--- config.mk ---
export PLATFORM = sky130hd
export DESIGN_NAME = frame_slot_cache_manager_core
export DESIGN_NICKNAME = d
export VERILOG_FILES = /design/src/fscm_pkg.sv /design/src/frame_slot_cache_manager_core.sv
export SDC_FILE = /design/constraint.sdc
export NUM_CORES = 2
export LEC_CHECK = 0
export ABC_CLOCK_PERIOD_IN_PS = 10800
export BUFFER_PORTS_ARGS = -buffer_cell sky130_fd_sc_hd__buf_2
export CORE_MARGIN = 4
export CORE_UTILIZATION = 50
export CTS_CLUSTER_SIZE = 20
export DETAILED_ROUTE_END_ITERATION = 10
export PLACE_DENSITY = 0.69
export SYNTH_ARGS = -nofsm -noshare
export SYNTH_HDL_FRONTEND = slang
export SYNTH_SLANG_ARGS = --single-unit
--- constraint.sdc ---
create_clock -name clk -period 10.8 [get_ports clk]
set_clock_uncertainty 0.2 [all_clocks]
set_input_delay 2.16 -clock clk [delete_from_list [all_inputs] [get_ports clk]]
set_output_delay 2.16 -clock clk [all_outputs]
set_load 0.01 [all_outputs]
--- src/fscm_pkg.sv ---
package fscm_pkg;

  // Operation codes carried by the opcode field.
  localparam logic [1:0] OP_ADD    = 2'd0;
  localparam logic [1:0] OP_GET    = 2'd1;
  localparam logic [1:0] OP_EXPIRE = 2'd2;
  localparam logic [1:0] OP_CLEAR  = 2'd3;

  // Result status codes.
  localparam logic [1:0] STATUS_OK       = 2'd0;
  localparam logic [1:0] STATUS_REJ_MEM  = 2'd1;
  localparam logic [1:0] STATUS_REJ_FULL = 2'd2;
  localparam logic [1:0] STATUS_MISS     = 2'd3;

  // Configuration register indexes.
  localparam logic [7:0] CFG_MAX_CACHED    = 8'd0;
  localparam logic [7:0] CFG_EXPIRY_MS     = 8'd1;
  localparam logic [7:0] CFG_MEMORY_LIMIT  = 8'd2;
  localparam logic [7:0] CFG_RESERVE_BYTES = 8'd3;

  // Reset values of the configuration registers.
  localparam logic [6:0]  MAX_CACHED_RST    = 7'd8;
  localparam logic [31:0] EXPIRY_MS_RST     = 32'd5000;
  localparam logic [31:0] MEMORY_LIMIT_RST  = 32'd104857600;
  localparam logic [31:0] RESERVE_BYTES_RST = 32'd8388608;

  typedef enum logic [2:0] {
    S_IDLE,
    S_SWEEP,
    S_FINISH,
    S_ADD_WR,
    S_GN_SCAN,
    S_GN_READ,
    S_CLEAR,
    S_DONE
  } state_t;

  // One entry of the slot memory.
  typedef struct packed {
    logic [30:0] frame_id;
    logic [31:0] load_time;
    logic [31:0] bytes;
  } slot_entry_t;

  // Subtraction that stops at zero.
  function automatic logic [31:0] sat_sub(input logic [31:0] a, input logic [31:0] b);
    return (a >= b) ? (a - b) : 32'd0;
  endfunction

  // Addition that stops at the all-ones value.
  function automatic logic [31:0] sat_add(input logic [31:0] a, input logic [31:0] b);
    logic [32:0] s;
    s = {1'b0, a} + {1'b0, b};
    return s[32] ? 32'hFFFF_FFFF : s[31:0];
  endfunction

endpackage

--- src/frame_slot_cache_manager_core.sv ---
// Frame slot cache manager.
// A request on the input channel (in_valid, in_stall) carries an opcode and the
// frame fields; exactly one result per request leaves on the output channel
// (out_valid, out_stall). A request is taken only while the manager is idle.
// An add that is not rejected, and every expire, sweeps the slot memory once,
// one entry per cycle; the add then writes the new frame. Get next walks the
// valid bits round-robin from the read pointer, one slot per cycle, and then
// reads the hit entry. Rejected adds and misses on an empty cache go straight
// to the result state, and clear empties the table in its own state first.
// The finished result sits in an output register. A new request is taken while
// that result is still stalled; its own result is held back until the output
// register has been emptied.
// Configuration writes (cfg_valid, cfg_ready) are always taken, one per cycle.
// Reset empties the table, zeroes the count, the pointer and the byte total,
// and loads the register defaults. The slot memory itself is not cleared: the
// valid bits, held in flip-flops, mark which entries may be read.
module frame_slot_cache_manager_core
  import fscm_pkg::*;
#(
  parameter int SLOTS = 8
) (
  input  logic        clk,
  input  logic        rst,
  input  logic        in_valid,
  output logic        in_stall,
  input  logic [1:0]  opcode,
  input  logic [30:0] frame_id,
  input  logic [31:0] frame_bytes,
  input  logic [31:0] now_ms,
  output logic        out_valid,
  input  logic        out_stall,
  output logic [1:0]  status,
  output logic [5:0]  slot,
  output logic [30:0] out_frame_id,
  output logic [31:0] out_frame_bytes,
  output logic [6:0]  expired_count,
  output logic [6:0]  cached_count,
  output logic [31:0] bytes_in_use,
  input  logic        cfg_valid,
  output logic        cfg_ready,
  input  logic [7:0]  cfg_index,
  input  logic [31:0] cfg_data
);

  localparam int IW = (SLOTS > 1) ? $clog2(SLOTS) : 1;
  localparam int CW = $clog2(SLOTS + 1);
  localparam logic [IW-1:0] LAST_IDX = IW'(SLOTS - 1);
  localparam logic [CW-1:0] SLOT_CNT = CW'(SLOTS);
  localparam logic [CW-1:0] LAST_CNT = CW'(SLOTS - 1);

  // Configuration registers.
  logic [6:0]  max_cached;
  logic [31:0] expiry_ms;
  logic [31:0] memory_limit;
  logic [31:0] reserve_bytes;

  // Control state.
  state_t            state, state_next;
  logic [SLOTS-1:0]  valid;
  logic [6:0]        valid_count;
  logic [5:0]        read_pointer;
  logic [31:0]       used_bytes;
  logic [CW-1:0]     cnt;
  logic              pend;
  logic [6:0]        exp_cnt;

  // Request and scan payload.
  logic [1:0]        op;
  logic [30:0]       fid;
  logic [31:0]       fbytes;
  logic [31:0]       now;
  logic [IW-1:0]     pend_idx;
  logic [IW-1:0]     gn_idx;
  logic [IW-1:0]     pick;
  logic [IW-1:0]     pick_empty;
  logic [IW-1:0]     pick_old;
  logic              empty_found;
  logic              old_found;
  logic [31:0]       best_age;
  logic [31:0]       best_bytes;
  logic [1:0]        res_status;
  logic [5:0]        res_slot;
  logic [30:0]       res_fid;
  logic [31:0]       res_bytes;

  // Slot memory with a registered read port.
  slot_entry_t       mem [SLOTS];
  slot_entry_t       rd_data;
  logic [IW-1:0]     mem_addr;
  logic              mem_we;

  logic              in_accept;
  logic              mem_rej;
  logic              full_rej;
  logic [31:0]       age;

  assign cfg_ready = 1'b1;
  assign in_stall  = (state != S_IDLE);
  assign in_accept = in_valid && !in_stall;

  // The sum is formed one bit wider so that it never wraps.
  assign mem_rej  = ({1'b0, used_bytes} + {1'b0, reserve_bytes}) > {1'b0, memory_limit};
  assign full_rej = (valid_count >= max_cached);

  // Age of the entry whose read data has just come back.
  assign age = now - rd_data.load_time;

  always_ff @(posedge clk) begin
    if (rst) begin
      max_cached    <= MAX_CACHED_RST;
      expiry_ms     <= EXPIRY_MS_RST;
      memory_limit  <= MEMORY_LIMIT_RST;
      reserve_bytes <= RESERVE_BYTES_RST;
    end else if (cfg_valid && cfg_ready) begin
      case (cfg_index)
        CFG_MAX_CACHED:    max_cached    <= cfg_data[6:0];
        CFG_EXPIRY_MS:     expiry_ms     <= cfg_data;
        CFG_MEMORY_LIMIT:  memory_limit  <= cfg_data;
        CFG_RESERVE_BYTES: reserve_bytes <= cfg_data;
        default: ;
      endcase
    end
  end

  always_ff @(posedge clk) begin
    if (rst) begin
      state <= S_IDLE;
    end else begin
      state <= state_next;
    end
  end

  // Next state, memory address and write enable.
  always_comb begin
    state_next = state;
    mem_addr   = cnt[IW-1:0];
    mem_we     = 1'b0;
    case (state)
      S_IDLE: begin
        if (in_accept) begin
          case (opcode)
            OP_ADD:    state_next = (mem_rej || full_rej) ? S_DONE : S_SWEEP;
            OP_GET:    state_next = (valid_count == 7'd0) ? S_DONE : S_GN_SCAN;
            OP_EXPIRE: state_next = S_SWEEP;
            default:   state_next = S_CLEAR;
          endcase
        end
      end
      S_SWEEP: begin
        if (cnt == SLOT_CNT && !pend) begin
          state_next = S_FINISH;
        end
      end
      S_FINISH: begin
        state_next = (op == OP_ADD) ? S_ADD_WR : S_DONE;
      end
      S_ADD_WR: begin
        mem_we     = 1'b1;
        state_next = S_DONE;
      end
      S_GN_SCAN: begin
        mem_addr = gn_idx;
        if (valid[gn_idx]) begin
          state_next = S_GN_READ;
        end else if (cnt == LAST_CNT) begin
          state_next = S_DONE;
        end
      end
      S_GN_READ: state_next = S_DONE;
      S_CLEAR:   state_next = S_DONE;
      S_DONE: begin
        if (!out_valid || !out_stall) begin
          state_next = S_IDLE;
        end
      end
      default: state_next = S_IDLE;
    endcase
  end

  always_ff @(posedge clk) begin
    if (mem_we) begin
      mem[pick] <= '{frame_id: fid, load_time: now, bytes: fbytes};
    end
    rd_data <= mem[mem_addr];
  end

  // Table state, counters and the output handshake.
  always_ff @(posedge clk) begin
    if (rst) begin
      valid        <= '0;
      valid_count  <= 7'd0;
      read_pointer <= 6'd0;
      used_bytes   <= 32'd0;
      cnt          <= '0;
      pend         <= 1'b0;
      exp_cnt      <= 7'd0;
      out_valid    <= 1'b0;
    end else begin
      // The output register fills from the result state and empties when taken.
      out_valid <= (state == S_DONE) || (out_valid && out_stall);
      case (state)
        S_IDLE: begin
          if (in_accept) begin
            cnt     <= '0;
            pend    <= 1'b0;
            exp_cnt <= 7'd0;
          end
        end
        S_SWEEP: begin
          // One read is issued per cycle; its data is handled in the next one.
          if (cnt != SLOT_CNT) begin
            cnt <= cnt + CW'(1);
          end
          pend <= (cnt != SLOT_CNT);
          if (pend && op == OP_EXPIRE && valid[pend_idx] && age > expiry_ms) begin
            used_bytes      <= sat_sub(used_bytes, rd_data.bytes);
            valid[pend_idx] <= 1'b0;
            exp_cnt         <= exp_cnt + 7'd1;
          end
        end
        S_FINISH: begin
          if (op == OP_ADD) begin
            // With no empty slot the oldest frame gives its bytes back first.
            if (!empty_found) begin
              used_bytes <= sat_sub(used_bytes, best_bytes);
              if (valid_count != 7'd0) begin
                valid_count <= valid_count - 7'd1;
              end
            end
          end else begin
            valid_count <= (valid_count >= exp_cnt) ? (valid_count - exp_cnt) : 7'd0;
          end
        end
        S_ADD_WR: begin
          valid[pick] <= 1'b1;
          valid_count <= valid_count + 7'd1;
          used_bytes  <= sat_add(used_bytes, fbytes);
        end
        S_GN_SCAN: begin
          if (!valid[gn_idx]) begin
            cnt <= cnt + CW'(1);
          end
        end
        S_GN_READ: begin
          read_pointer <= (pick == LAST_IDX) ? 6'd0 : 6'(pick + IW'(1));
        end
        S_CLEAR: begin
          valid        <= '0;
          valid_count  <= 7'd0;
          read_pointer <= 6'd0;
          used_bytes   <= 32'd0;
        end
        default: ;
      endcase
    end
  end

  // Request fields, scan results and the output payload.
  always_ff @(posedge clk) begin
    case (state)
      S_IDLE: begin
        if (in_accept) begin
          op          <= opcode;
          fid         <= frame_id;
          fbytes      <= frame_bytes;
          now         <= now_ms;
          gn_idx      <= read_pointer[IW-1:0];
          empty_found <= 1'b0;
          old_found   <= 1'b0;
          res_slot    <= 6'd0;
          res_fid     <= 31'd0;
          res_bytes   <= 32'd0;
          case (opcode)
            OP_ADD: begin
              if (mem_rej) begin
                res_status <= STATUS_REJ_MEM;
              end else if (full_rej) begin
                res_status <= STATUS_REJ_FULL;
              end else begin
                res_status <= STATUS_OK;
              end
            end
            OP_GET:  res_status <= STATUS_MISS;
            default: res_status <= STATUS_OK;
          endcase
        end
      end
      S_SWEEP: begin
        pend_idx <= cnt[IW-1:0];
        if (pend && op == OP_ADD) begin
          // Lowest empty slot, and the oldest valid one with ties to the lowest.
          if (!valid[pend_idx]) begin
            if (!empty_found) begin
              empty_found <= 1'b1;
              pick_empty  <= pend_idx;
            end
          end else if (!old_found || age > best_age) begin
            old_found  <= 1'b1;
            best_age   <= age;
            pick_old   <= pend_idx;
            best_bytes <= rd_data.bytes;
          end
        end
      end
      S_FINISH: begin
        pick <= empty_found ? pick_empty : pick_old;
      end
      S_ADD_WR: begin
        res_slot <= 6'(pick);
      end
      S_GN_SCAN: begin
        if (valid[gn_idx]) begin
          pick <= gn_idx;
        end else begin
          gn_idx <= (gn_idx == LAST_IDX) ? '0 : gn_idx + IW'(1);
        end
      end
      S_GN_READ: begin
        res_status <= STATUS_OK;
        res_slot   <= 6'(pick);
        res_fid    <= rd_data.frame_id;
        res_bytes  <= rd_data.bytes;
      end
      S_DONE: begin
        if (!out_valid || !out_stall) begin
          status          <= res_status;
          slot            <= res_slot;
          out_frame_id    <= res_fid;
          out_frame_bytes <= res_bytes;
          expired_count   <= exp_cnt;
          cached_count    <= valid_count;
          bytes_in_use    <= used_bytes;
        end
      end
      default: ;
    endcase
  end

  // The count of valid frames always agrees with the valid bits between requests.
  a_count_matches: assert property (@(posedge clk) disable iff (rst)
    (state == S_IDLE) |-> ($countones(valid) == valid_count))
    else $error("valid_count disagrees with the valid bits");

  // The read pointer always names a slot that exists.
  a_pointer_range: assert property (@(posedge clk) disable iff (rst)
    {1'b0, read_pointer} < 7'(SLOTS))
    else $error("read pointer beyond the table");

  // A written slot is marked valid right after the write.
  a_write_marks_valid: assert property (@(posedge clk) disable iff (rst)
    mem_we |=> valid[$past(pick)])
    else $error("slot written but not marked valid");

  // A new result only appears out of the result state.
  a_result_from_done: assert property (@(posedge clk) disable iff (rst)
    $rose(out_valid) |-> $past(state == S_DONE))
    else $error("result raised outside the result state");

  // An add that was not rejected leaves at least one valid frame.
  a_add_leaves_frame: assert property (@(posedge clk) disable iff (rst)
    (state == S_ADD_WR) |=> (valid_count != 7'd0))
    else $error("add left the cache empty");

endmodule
# After elaboration in Yosys (flattened, before gate mapping)
# Memories as Yosys holds them, arrays and structs flattened. A register that Yosys moved wholly into a read port is not among the register bits.
# Cells that the tools add are included.
[op_classes]
addsub = 12
n_reduce_logical = 58
eq_ne = 34
n_lt_le_gt_ge = 12
n_bitwise = 5
muxes = 72
[ops]
columns = ["operator", "n"]
rows = [
  ["2-to-1 mux 32 bit", 7],
  ["case mux 32 bit (4 select lines)", 1],
  ["subtractor 32 bit", 3],
  ["adder 32 x 32 -> 33 bit", 2],
  ["greater-or-equal comparator 32 bit", 2],
  ["> comparator 32 bit", 2],
  ["case mux 32 bit (2 select lines)", 1],
  ["case mux 31 bit (2 select lines)", 1],
  ["2-to-1 mux 3 bit", 14],
  ["2-to-1 mux 7 bit", 6],
  ["> comparator 33 x 32 -> 1 bit", 1],
  ["2-to-1 mux 31 bit", 1],
  ["inequality test 2 bit, second input constant", 12],
  ["case mux 8 bit (3 select lines)", 1],
  ["AND reduction 4 bit", 6],
  ["AND reduction 2 bit", 11],
  ["case mux 7 bit (3 select lines)", 1],
  ["equality test 3 bit, second input constant", 6],
  ["case mux 3 bit (2 select lines)", 3],
  ["case mux 3 bit (6 select lines)", 1],
  ["equality test 8 x 2 -> 1 bit, second input constant", 2],
  ["adder 7 x 1 -> 7 bit, second input constant", 2],
  ["greater-or-equal comparator 7 bit", 2],
  ["case mux 7 bit (2 select lines)", 1],
  ["other kinds (47)", 104],
]
[totals]
output_inout_bits = 120
mem_count = 1
elab_cells = 231
register_bits = 535
mem_bits_rw = 760
[mem_list]
columns = ["name", "words", "width", "rd", "rd_clocked_by_memory_dff", "write_ports", "line", "source"]
rows = [
  ["mem", 8, 95, 1, 1, 1, "frame_slot_cache_manager_core.sv:87", "slot_entry_t mem [SLOTS];"],
]

# Depth between registers and ports, before layout
[depth]
ltp_word = 8
ltp_mapped = 26

# Worst setup path before layout
# Ideal clock, no wire load.
[synth_path]
kind = "reg-to-reg"
start = "register state[0]"
end = "register valid[0]"
setup_slack_ps = -342
arrival_time_ps = 10849
path_stages_with_launch = 8
path_buffers = 2
setup_ps = 93
period_less_slack_ps = 11142
path_cell_list = "dfxtp_1 -> buf_2 -> nor2b_1 -> nand2_1 -> clkbuf_1 -> nor4_1 -> o21ai_0 -> nor2_1"
[synth_via]
elab_chain_len = 3
[synth_rtl]
columns = ["item", "line", "source"]
rows = [
  ["from (decl)", "frame_slot_cache_manager_core.sv:58", "state_t state, state_next;"],
  ["from (signal assigned)", "frame_slot_cache_manager_core.sv:129", "state <= state_next;"],
  ["equality test 3 x 1 -> 1 bit, or another cell as far along", "frame_slot_cache_manager_core.sv:201", "case (state)"],
  ["inequality test 2 bit (no line) / nonzero test 3 bit (equally long branches)", "-", ""],
  ["AND reduction 2 bit (no line)", "-", ""],
  ["to (signal assigned)", "frame_slot_cache_manager_core.sv:190", "valid <= '0;"],
  ["to (signal, indexed assignment)", "frame_slot_cache_manager_core.sv:217", "valid[pend_idx] <= 1'b0;"],
  ["to (signal, indexed assignment)", "frame_slot_cache_manager_core.sv:235", "valid[pick] <= 1'b1;"],
  ["to (decl)", "frame_slot_cache_manager_core.sv:59", "logic [SLOTS-1:0] valid;"],
]
# Parallel ways exist; a longest one is shown, timed or not.
# A chain may end at the register's enable or synchronous reset.

# Worst setup path after layout
[layout_path]
start = "register now[0]"
end = "register used_bytes[27]"
[layout_via]
elab_chain_len = 5
[layout_rtl]
columns = ["item", "line", "source"]
rows = [
  ["from (decl)", "frame_slot_cache_manager_core.sv:71", "logic [31:0] now;"],
  ["from (signal assigned)", "frame_slot_cache_manager_core.sv:266", "now <= now_ms;"],
  ["subtractor 32 bit", "frame_slot_cache_manager_core.sv:106", "assign age = now - rd_data.load_time;"],
  ["via age[30]", "frame_slot_cache_manager_core.sv:95", "logic [31:0] age;"],
  ["> comparator 32 bit", "frame_slot_cache_manager_core.sv:215", "if (pend && op == OP_EXPIRE && valid[pend_idx] && age > expiry_ms) begin"],
  ["logical AND 1 bit", "frame_slot_cache_manager_core.sv:215", ""],
  ["inequality test 2 bit (no line)", "-", ""],
  ["AND reduction 4 bit (no line)", "-", ""],
  ["to (signal assigned)", "frame_slot_cache_manager_core.sv:216", "used_bytes <= sat_sub(used_bytes, rd_data.bytes);"],
  ["to (signal assigned)", "frame_slot_cache_manager_core.sv:225", "used_bytes <= sat_sub(used_bytes, best_bytes);"],
  ["to (signal assigned)", "frame_slot_cache_manager_core.sv:237", "used_bytes <= sat_add(used_bytes, fbytes);"],
  ["to (decl)", "frame_slot_cache_manager_core.sv:62", "logic [31:0] used_bytes;"],
]
# The timed path passes the listed nets, and every way through them passes these cells.

==> results.json <==
{
  "outcome": "complete, no violations",
  "cp-start-kind": "flip-flop",
  "final_util": 0.575,
  "clock_path_buffers": 3,
  "max_cap_viol_count": 0,
  "grt_max_degree": 89,
  "p_leak_nw": 24.9,
  "fmax_mhz": 136,
  "yosysSeqAreaShare": 0.647,
  "cts.repair.resized": 0,
  "grt_pass1_vias": 34800,
  "p_total_w": 0.0171,
  "hpwl_um": 93600,
  "synth_area_mm2": 0.0601,
  "min_period_ns": 7.36,
  "vias_per_cell": 5.74,
  "cp-end-kind": "flip-flop",
  "hold_class": "flip-flop to flip-flop",
  "synth_warnings": 0,
  "wl_um": 144000,
  "final_common_cell": "edfxtp_1",
  "clk_pin_slew_ns": 0.06,
  "synth_flop_cell": "edfxtp_1",
  "antenna_found_initial": 24,
  "finalHoldViolCount": 0,
  "tritoncts": "built",
  "syn_area_per_cell_um2": 14.3,
  "period_share": 0.682,
  "worstSetupPathType": "flip-flop to flip-flop",
  "cts-hold-fix-buffers": 0,
  "yosysUniqueCellTypes": 89,
  "most-common-layout-cells": "edfxtp_1, nand2_1, a21oi_1, ha_1, inv_1",
  "rsz0062_at_grt": "false",
  "crit_path_max_fanout": 61,
  "synth.area.top_cells": "edfxtp_1, dfxtp_1, mux4_2",
  "io_pins": 262,
  "synth_top_area_share": 0.559,
  "post_cts_buffers": 0,
  "port_buffers": 257,
  "dpl-instance-area_mm2": 0.0633,
  "grt-ovfl-total": 0,
  "drtAntennaViolNets": 0,
  "die-area_mm2": 0.126,
  "grt_pass1_wl_um": 215000,
  "die_w_um": 355,
  "max-slew-margin-rel": 0.172,
  "rows": 126,
  "tightest_slew_ns": 1.24,
  "synth_edf_count": 1120,
  "syn-instance-count": 4197,
  "firstDrtPassIters": 5,
  "final_nets": 4925,
  "fillerInstances": 9239,
  "dpl_worst_slack_ns": 3.63,
  "arrival_ns": 7.75,
  "grt_util_all_layers": 0.226,
  "synth_top_cell_by_area": "edfxtp_1",
  "clk_latency_ns": 0.78,
  "final_area_mm2": 0.0682,
  "dr_total_vias": 35700,
  "layout_setup_ws_ns": 3.44,
  "power.density_mw_per_mm2": 251,
  "die_y_um": 355,
  "tns_ns": 0,
  "gp_congestion": 0.910,
  "drt_iter0_markers": 3621,
  "synth-seq-cells": 1384,
  "clock-sinks": 1384,
  "peakVddDrop_uv": 162,
  "slew_violations": 0,
  "htree_levels": 4,
  "required_ns": 11.19,
  "drive_gt1_frac": 0.189,
  "initial_core_util": 0.507,
  "core-area_mm2": 0.119,
  "area_growth_pct": 13.4,
  "cts_root_buf": "clkbuf_16",
  "drc": 0,
  "wl_per_cell_um": 23.1,
  "setup_viol": 0,
  "cts_buffers": 141,
  "synthArstFlopShare": 0
}
==> flip-flops by register name, summed over array words and instances (netlist names), 8 cells and up <==
name and flops:
best_age 32, out_frame_id 31, reserve_bytes 32, res_fid 31
mem 760, used_bytes 32, rd_data 95, expiry_ms 32
fid 31, memory_limit 32, best_bytes 32, res_bytes 32
fbytes 32, bytes_in_use 32, out_frame_bytes 32, now 32
valid 8
==> routing by layer <==
layer  part of all wire  up-vias  GRT usage
li1                   -    16500          -
met1               0.44    17700      0.326
met2               0.45     1311      0.343
met3              0.081      230     0.0510
met4              0.028        4     0.0746
met5            0.00017        -          0
==> final cells by class <==
type / count / area [um2] / area share
clock inverter: 83 / 1080 / 0.0158
timing repair buffer: 303 / 1650 / 0.0241
antenna: 11 / 27.5 / 0.000403
clock buffer: 180 / 3800 / 0.0558
sequential: 1384 / 38900 / 0.570
tap: 1600 / 2000 / 0.0293
multi-input combinational: 2397 / 19700 / 0.289
inverter: 272 / 1020 / 0.0150
==> critical path, cell delays in order, from the launching register on <==
cell and delay [ns]:
edfxtp_1 0.50, inv_1 0.10, ha_1 0.17, inv_1 0.06, fa_1 0.39, a21o_1 0.17
a21oi_1 0.27, o21ai_0 0.25, or4b_1 0.25, a31oi_1 0.13, a221oi_1 0.51, o31a_1 0.27
o211ai_1 0.12, a21oi_1 0.19, xnor2_1 0.13, ha_1 0.32, nand4_1 0.22, nor4_2 0.53
and4_1 0.25, a21oi_1 0.04, o211ai_1 0.15, o211ai_2 0.31, a221oi_4 0.36, buf_4 0.53
o21ai_1 0.29, a221oi_1 0.28, a211oi_1 0.11
==> final timing paths <==
path	start	to	cells after the start	slack, ns
hold reg to reg	res_bytes[2]	out_frame_bytes[2]	0	0.21
setup reg to reg	now[0]	used_bytes[27]	26	3.44
hold / removal	res_bytes[2]	out_frame_bytes[2]	0	0.21
setup / recovery	now[0]	used_bytes[27]	26	3.44
==> metrics by stage <==
step           instances  hold slack [ns]
2_1_floorplan       4199            0.200
6_report            6230            0.213
3_5_place_dp        5956            0.205
4_1_cts             6219            0.214
3_3_place_gp        5956            0.202
5_1_grt             6228            0.217
==> cells by family (layout without fill, tap and decap cells) <==
group,Yosys count,in the layout,synth area share
mux,307,307,0.0933
flops,1384,1384,0.647
other cells,2,15,0.000125
buf+inv,418,838,0.0276
simple gates,867,867,0.0669
fa+ha+maj,284,284,0.0598
xor+xnor,149,149,0.0217
compound gates,786,786,0.0835
==> report_power, final <==
part           total (W)  internal, W  switching (W)
clock            0.00502      0.00291        0.00212
combinational    0.00487      0.00210        0.00278
sequential       0.00721      0.00667       0.000545
==> cell usage after synthesis (16+ instances only) <==
master,count
a211oi_1,41
a21o_1,79
a21oi_1,283
a311oi_1,16
a31oi_1,23
and2_1,40
and3_1,24
buf_2,23
clkbuf_1,96
dfxtp_1,264
edfxtp_1,1120
ha_1,278
inv_1,270
mux2_2,97
mux2i_1,17
mux4_2,193
nand2_1,317
nand2b_1,30
nand3_1,41
nand4_1,40
nor2_1,228
nor2b_1,29
nor3_1,52
o211ai_1,24
o21a_1,31
o21ai_0,131
o21bai_1,28
xnor2_1,105
xor2_1,44
Power figures use the tool's default switching activity.
